$ cat src/tpi_pkg.sv
`default_nettype none

package tpi_pkg;

   // Fixed geometry: 8x8 tiles, 64 bytes per tile
   localparam int unsigned TILE_SHIFT = 3;
   localparam int unsigned TILE_BYTES_SHIFT = 6;

   // Configuration register indexes
   localparam logic [1:0] CSR_IMAGE_WIDTH  = 2'd0;
   localparam logic [1:0] CSR_IMAGE_HEIGHT = 2'd1;
   localparam logic [1:0] CSR_TILE_LIMIT   = 2'd2;

   typedef struct packed {
      logic [9:0]  pix_x;
      logic [9:0]  pix_y;
      logic [31:0] pixel_color;
   } req_word_type;

   typedef struct packed {
      logic [19:0] dest_index;
      logic        in_range;
      logic [7:0]  color_id;
      logic        is_new_color;
      logic [14:0] palette_word;
      logic        palette_full;
   } rsp_word_type;

   typedef enum logic [2:0] {
      ST_IDLE,
      ST_MUL,
      ST_SUM,
      ST_RD,
      ST_CMP,
      ST_DONE
   } state_type;

   typedef struct packed {
      logic load;   // capture request word
      logic mul;    // register products
      logic sum;    // index, range test, clear search
      logic read;   // read palette at search pointer
      logic step;   // advance search pointer
      logic hit;    // color found at search pointer
      logic miss;   // color absent: append or flag full
   } cmd_type;

   typedef struct packed {
      logic in_range;
      logic at_end;
      logic match;
   } sts_type;

   function automatic logic [14:0] pack555(input logic [31:0] argb);
      pack555 = {argb[23:19], argb[15:11], argb[7:3]};
   endfunction

endpackage

`default_nettype wire

$ cat src/tpi_ctrl.sv
`default_nettype none

module tpi_ctrl (
   input  wire logic             clock,
   input  wire logic             reset,
   input  wire logic             start,
   output logic                  busy,
   output logic                  rsp_valid,
   output tpi_pkg::cmd_type      cmd,
   input  wire tpi_pkg::sts_type sts
);

   tpi_pkg::state_type state_ff, state_in;

   always_ff @(posedge clock) begin
      if (reset) begin
         state_ff <= tpi_pkg::ST_IDLE;
      end else begin
         state_ff <= state_in;
      end
   end

   always_comb begin
      state_in = state_ff;
      unique case (state_ff)
         tpi_pkg::ST_IDLE: begin
            if (start) begin
               state_in = tpi_pkg::ST_MUL;
            end
         end
         tpi_pkg::ST_MUL: state_in = tpi_pkg::ST_SUM;
         tpi_pkg::ST_SUM: state_in = tpi_pkg::ST_RD;
         tpi_pkg::ST_RD: begin
            if (!sts.in_range || sts.at_end) begin
               state_in = tpi_pkg::ST_DONE;
            end else begin
               state_in = tpi_pkg::ST_CMP;
            end
         end
         tpi_pkg::ST_CMP: begin
            if (sts.match) begin
               state_in = tpi_pkg::ST_DONE;
            end else begin
               state_in = tpi_pkg::ST_RD;
            end
         end
         tpi_pkg::ST_DONE: state_in = tpi_pkg::ST_IDLE;
         default: state_in = tpi_pkg::ST_IDLE;
      endcase
   end

   always_comb begin
      cmd       = '0;
      busy      = 1'b1;
      rsp_valid = 1'b0;
      unique case (state_ff)
         tpi_pkg::ST_IDLE: begin
            busy     = 1'b0;
            cmd.load = start;
         end
         tpi_pkg::ST_MUL: cmd.mul = 1'b1;
         tpi_pkg::ST_SUM: cmd.sum = 1'b1;
         tpi_pkg::ST_RD: begin
            if (sts.in_range) begin
               cmd.miss = sts.at_end;
               cmd.read = !sts.at_end;
            end
         end
         tpi_pkg::ST_CMP: begin
            cmd.hit  = sts.match;
            cmd.step = !sts.match;
         end
         tpi_pkg::ST_DONE: rsp_valid = 1'b1;
         default: busy = 1'b1;
      endcase
   end

endmodule

`default_nettype wire

$ cat config.mk
export PLATFORM = sky130hd
export DESIGN_NAME = tpi_ctrl
export DESIGN_NICKNAME = d
export VERILOG_FILES = /design/src/tpi_pkg.sv /design/src/tpi_ctrl.sv
export SDC_FILE = /design/constraint.sdc
export NUM_CORES = 1
export LEC_CHECK = 0
export ABC_CLOCK_PERIOD_IN_PS = 1530
export BUFFER_PORTS_ARGS = -buffer_cell sky130_fd_sc_hd__buf_4
export CAP_MARGIN = 30
export CORE_AREA = 10 10 47 49
export DETAILED_ROUTE_END_ITERATION = 12
export DIE_AREA = 0 0 57 59
export GPL_TIMING_DRIVEN = 1
export PLACE_DENSITY = 0.42
export SLEW_MARGIN = 20
export SYNTH_ARGS = -nofsm -noshare
export SYNTH_HDL_FRONTEND = slang
export SYNTH_SLANG_ARGS = --single-unit
$ cat constraint.sdc
create_clock -name clock -period 1.53 [get_ports clock]
set_input_delay 0 -clock clock [delete_from_list [all_inputs] [get_ports clock]]
set_output_delay 0 -clock clock [all_outputs]
set_load 0.02 [all_outputs]
==> impl_metrics.toml, run 1 <==
[outcome]
run_status = "completed"

[synthesis]
ys_seq_area_share_pct = 24.49
ys.flop_type = "dfxtp_1"
synth_top_family_by_area = "simple AND/OR/NAND/NOR gates"
synth.area.top_cells = "dfxtp_1 (24%), nor3b_2 (10%), nor4b_4 (9.7%)"
synth_fa_ha_area_share_pct = 0
synth-edff-count = 0
yosys.area_share.simple_pct = 47.45
synthXorXnorAreaFrac_pct = 0
synth.area.mux_share_pct = 0
yosysTopAreaCell = "dfxtp_1"
synth_top_area_share_pct = 24.49
async_flop_share_pct = 0
ys_seq_elements = 3
postSynthAreaPerCell_um2 = 8.456
synth-compound-area-share_pct = 12.76
syn-num-nets = 35
netlist_area_um2 = 245.2
ys_types = 18
synthesis.instances = 29
yosys_warnings = 0

[timing]
setup_ws_ns = 0.1772
min_period_over_period_pct = 88.42
slew_violations = 0
hold_viol_final = 0
rsz0062_at_grt = "false"
clock_skew_ns = 0.003393
setup_tns_ns = 0
finalSetupViolCount = 0
period_minus_slack_ns = 1.353
max-slew-margin-rel_pct = 75.80
max_freq_ghz = 0.7392
tightest_slew_ns = 0.3624

[worst_setup_path]
r2r-end = "state_ff[1]"
crit_path_cell_trace = "nor2b_1 > nand3_1 > nor2_1 > buf_4"
reg2reg_setup_slack_ns = 0.50
end_kind = "output port"
critPathBufInv = 1
reg2reg_from = "state_ff[2]"
crit_arrival_ns = 1.35
cp_top_family = "flip-flops"
rr_worst_depth = 3
cp-start-kind = "flop"
path_max_fanout = 10
crit_path_start = "state_ff[1]"
max_stage_delay_ns = 0.53
required_ns = 1.53
path_class = "reg -> out"
critPathSlowestCell = "dfxtp_1"

[cts]
cts.sinks = 3
clk_path_buf_depth = 2
numCtsBuffers = 3
cts-root-buf = "clkbuf_4"
clkTransAtPathRegs_ns = 0.04
htreeDepth = 1
insertion_delay_ns = 0.23
cts_setup_buffers = 0
cts_tree = "yes"

[placed_design]
place_inst = 56
place_ws_ns = 0.4095
portBuffers = 14
dpl.hpwl_um = 555
place.gp.congestion = 0.6359

[power_and_ir_drop]
switching_power_mw = 0.1052
seqPwrFrac_pct = 30.3
p_int_mw = 0.2313
p_sw_share_pct = 31.27
p_comb_share_pct = 27.9
total_power_mw = 0.3365
peakVddDrop_uv = 485.1
p_per_area_mw_per_mm2 = 884.6
clkPwrFrac_pct = 41.8
leakage_nw = 0.1860

[hold_path]
hp-class = "in -> reg"
hold_depth = 3
hold_end = "state_ff[0]"
hp-start = "start"

[cells_and_area]
num-nets-final = 52
fin_cells = 61
insertedDiodeCount = 0
largest_reg_flops = 3
layout-drive-gt1-share_pct = 48.89
n_fill_cell = 162
area_delta_synth_final_pct = 55.10
reg_top3 = "state_ff x3"
top_register = "state_ff"

[grt]
grt_usage_pct = 4.230
grt_max_degree = 11
gr-total-overflow = 0
grt_pass1_wl_mm = 1.097
antenna_found_initial = 0
grt_pass1_vias = 297

[routing]
via_count = 258
wl_per_cell_um = 11.66
route.detailed.drc = 0
dr.first_iter.drc_count = 4
drtAntennaViolNets = 0
drtPass1Iterations = 4
totalWireLength_um = 711
viasPerCell = 4.230

[die]
die_w_um = 57
die_h_um = 59
io_pins = 15
design.core.area_mm2 = 0.001401
fp.dieArea_mm2 = 0.003363
num_rows = 14
initial_core_util_pct = 17.50

[run]
maxCapViolations = 0
-- worst max-delay path by stage --
stage                       end  slack [ns]  depth (start not counted)
finish                   cmd[0]        0.18                          4
global route             cmd[0]        0.04                          4
CTS                      cmd[0]        0.15                          4
detailed placement       cmd[0]        0.41                          4
global placement         cmd[0]        0.43                          4
floorplan           state_ff[1]        0.47                          4
-- repair_timing --
action                                 in CTS  in global routing
resized for setup                           0                  0
hold buffers                                1                  0
endpoints found under the hold margin       2                  0
-- cells by family after synthesis --
kind of cell	Yosys count
flip-flops	3
AO/OA/AOI/OAI	5
AND/OR/NAND/NOR	15
buffers and inverters	6
-- placed cells by master, fill, tap and decap left out --
master	n
buf_4	14
nor2_1	5
inv_1	3
clkbuf_4	3
dfxtp_1	3
nor3b_2	2
a21oi_1	2
or3_4	1
and3_1	1
nor4b_4	1
nor2b_1	1
nand3_1	1
nor2_2	1
and3b_1	1
nor3_1	1
a32oi_1	1
o21ai_0	1
o31ai_1	1
clkbuf_1	1
dlygate4sd3_1	1
-- cells in the mapped netlist, types with 2 or more instances --
| cell | count |
|---|---|
| dfxtp_1 | 3 |
| a21oi_1 | 2 |
| nor3b_2 | 2 |
| buf_4 | 2 |
| nor2_1 | 5 |
| inv_1 | 3 |
-- stage by stage --
stage	utilization (%)	instance area (µm²)	hold slack, ns
after floorplan	-	245.2	0.04015
after global placement	24.55	344.1	0.1859
after detailed placement	24.55	344.1	0.1914
after CTS	27.14	380.4	0.04937
after global routing	27.14	380.4	0.09587
final	27.14	380.4	0.05311
-- worst register-to-register path: stages (launching register included) --
cell,delay (ns)
dfxtp_1,0.52
nor4b_4,0.29
nor3_1,0.07
nor2_1,0.08
-- power by group through the flow --
stage                     clock, mW  combinational [mW]  sequential, mW
after global placement            0              0.0932           0.103
after CTS                     0.146              0.0955           0.103
final                         0.141              0.0940           0.102
after floorplan                   0              0.0762          0.0875
after detailed placement          0              0.0932           0.104
after global routing          0.156               0.103           0.104
-- metal layers --
| metal | wire [µm] | vias to the layer above | GRT usage, % |
|---|---|---|---|
| li1 | - | 129 | - |
| met4 | 0 | 0 | 1.007 |
| met2 | 359 | 12 | 7.442 |
| met3 | 45 | 0 | 3.433 |
| met5 | 0 | - | 0 |
| met1 | 306 | 117 | 3.669 |
-- cell type report --
type                    instances  area [µm²]  share of cell area [%]
inverters                       3       11.26                   2.961
well taps                      16       20.02                   5.263
clock buffers                   4       26.28                   6.908
multi-input cells              20       147.6                   38.82
flip-flops and latches          3       60.06                   15.79
repair buffers                 15       115.1                   30.26
Power figures use the tool's default switching activity.
==> inputs of run 2 (changes only) <==
--- a/config.mk
+++ b/config.mk
@@ -8,9 +8,9 @@
 export ABC_CLOCK_PERIOD_IN_PS = 1530
 export BUFFER_PORTS_ARGS = -buffer_cell sky130_fd_sc_hd__buf_4
 export CAP_MARGIN = 30
-export CORE_AREA = 10 10 47 49
+export CORE_AREA = 2 2 39 41
 export DETAILED_ROUTE_END_ITERATION = 12
-export DIE_AREA = 0 0 57 59
+export DIE_AREA = 0 0 41 43
 export GPL_TIMING_DRIVEN = 1
 export PLACE_DENSITY = 0.42
 export SLEW_MARGIN = 20
==> impl_metrics.toml, run 2 (synthesis results as in run 1) <==
[routing]
drtPass1Iterations = 2
dr.first_iter.drc_count = 1
viasPerCell = 4.131
route.detailed.drc = 0
via_count = 252
totalWireLength_um = 572
drtAntennaViolNets = 0
wl_per_cell_um = 9.377

[timing]
clock_skew_ns = 0.005442
max_freq_ghz = 0.7327
rsz0062_at_grt = "false"
tightest_slew_ns = 0.3589
min_period_over_period_pct = 89.21
period_minus_slack_ns = 1.365
whs_ns = 0.03710
setup_tns_ns = 0
max-slew-margin-rel_pct = 76.04
hold_viol_final = 0
finalSetupViolCount = 0
slew_violations = 0

[cells_and_area]
layout-drive-gt1-share_pct = 48.89
largest_reg_flops = 3
top_register = "state_ff"
mostFrequentLayoutCell = "buf_4"
reg_top3 = "state_ff x3"
area_delta_synth_final_pct = 55.10
insertedDiodeCount = 0
layout_common_cells = "buf_4 (14), nor2_1 (5), inv_1 (3), clkbuf_4 (3), dfxtp_1 (3)"
fin_area_um2 = 380.4
fin_cells = 61
num-nets-final = 52

[run]
maxCapViolations = 0

[worst_setup_path]
path_max_fanout = 10
crit_arrival_ns = 1.36
crit_path_start = "state_ff[1]"
path_class = "reg -> out"
reg2reg_setup_slack_ns = 0.51
rr_worst_depth = 3
r2r-end = "state_ff[2]"
reg2reg_from = "state_ff[0]"
required_ns = 1.53
cp-start-kind = "flop"
end_kind = "output port"

[grt]
grt_pass1_vias = 228
grt_max_degree = 11
gr-total-overflow = 0
antenna_found_initial = 0
grt_usage_pct = 7.615
grt_pass1_wl_um = 890

[power_and_ir_drop]
leakage_nw = 0.1860
peakVddDrop_uv = 186.4
p_per_area_mw_per_mm2 = 886.1

[placed_design]
place_inst = 56
placed_cell_area_um2 = 344.1
portBuffers = 14
place.gp.congestion = 0.6859

[cts]
cts-root-buf = "clkbuf_4"
cts.sinks = 3
htreeDepth = 1
clk_path_buf_depth = 2
clkTransAtPathRegs_ns = 0.04
cts_tree = "yes"
insertion_delay_ns = 0.23
post_cts_resized = 0
numCtsBuffers = 3

[hold_path]
hp-class = "in -> reg"
hold_end = "state_ff[0]"
hold_depth = 3
hp-start = "start"

[die]
io_pins = 15
design.core.area_mm2 = 0.001384
initial_core_util_pct = 17.72
num_rows = 14
fp.dieArea_mm2 = 0.001763
die_w_um = 41
die_h_um = 43

[outcome]
run_status = "completed"
run 2: cell counts in the layout (fill, tap and decap cells not counted):
Identical to the previous run, type by type.
run 2: final cells by class:
type | instances | area (µm²)
Sequential cell | 3 | 60.06
Timing Repair Buffer | 15 | 115.1
Tap cell | 16 | 20.02
Inverter | 3 | 11.26
Clock buffer | 4 | 26.28
Multi-Input combinational cell | 20 | 147.6
Fill cell | 147 | 1003
run 2: per-stage QoR:
step	total power, mW	setup WS, ns	util (%)
floorplan	0.1637	0.4675	-
global placement	0.1952	0.4284	24.86
detailed placement	0.1952	0.4196	24.86
CTS	0.3491	0.1472	27.49
global route	0.3646	0.03465	27.49
finish	0.3370	0.1651	27.49
run 2: power by group:
group / internal [mW] / switching, mW
Sequential: 0.0847 / 0.0172
Clock: 0.0980 / 0.0445
Combinational: 0.0485 / 0.0440
run 2: worst max-delay path by stage:
| stage | to | cells after the start |
|---|---|---|
| CTS | cmd[3] | 4 |
| floorplan | state_ff[1] | 4 |
| detailed placement | cmd[0] | 4 |
| global route | cmd[3] | 4 |
| global placement | cmd[3] | 4 |
| finish | cmd[3] | 4 |
run 2: critical path, stage by stage (launching register included):
cell and delay [ns]:
dfxtp_1 0.53, nor2b_1 0.22, nand3_1 0.12, nor2_1 0.12
buf_4 0.15
run 2: what timing repair did:
item                                   4_1_cts  5_1_grt
buffers inserted                             0        0
endpoints found under the hold margin        2        0
hold buffers                                 1        0
run 2: metal layers:
metal | routed length [µm] | GRT usage [%] | vias to the layer above
met1 | 254 | 7.668 | 111
met3 | 49 | 4.712 | 0
met5 | 0 | 0 | -
met4 | 0 | 4.000 | 0
met2 | 269 | 11.56 | 10
li1 | - | - | 131
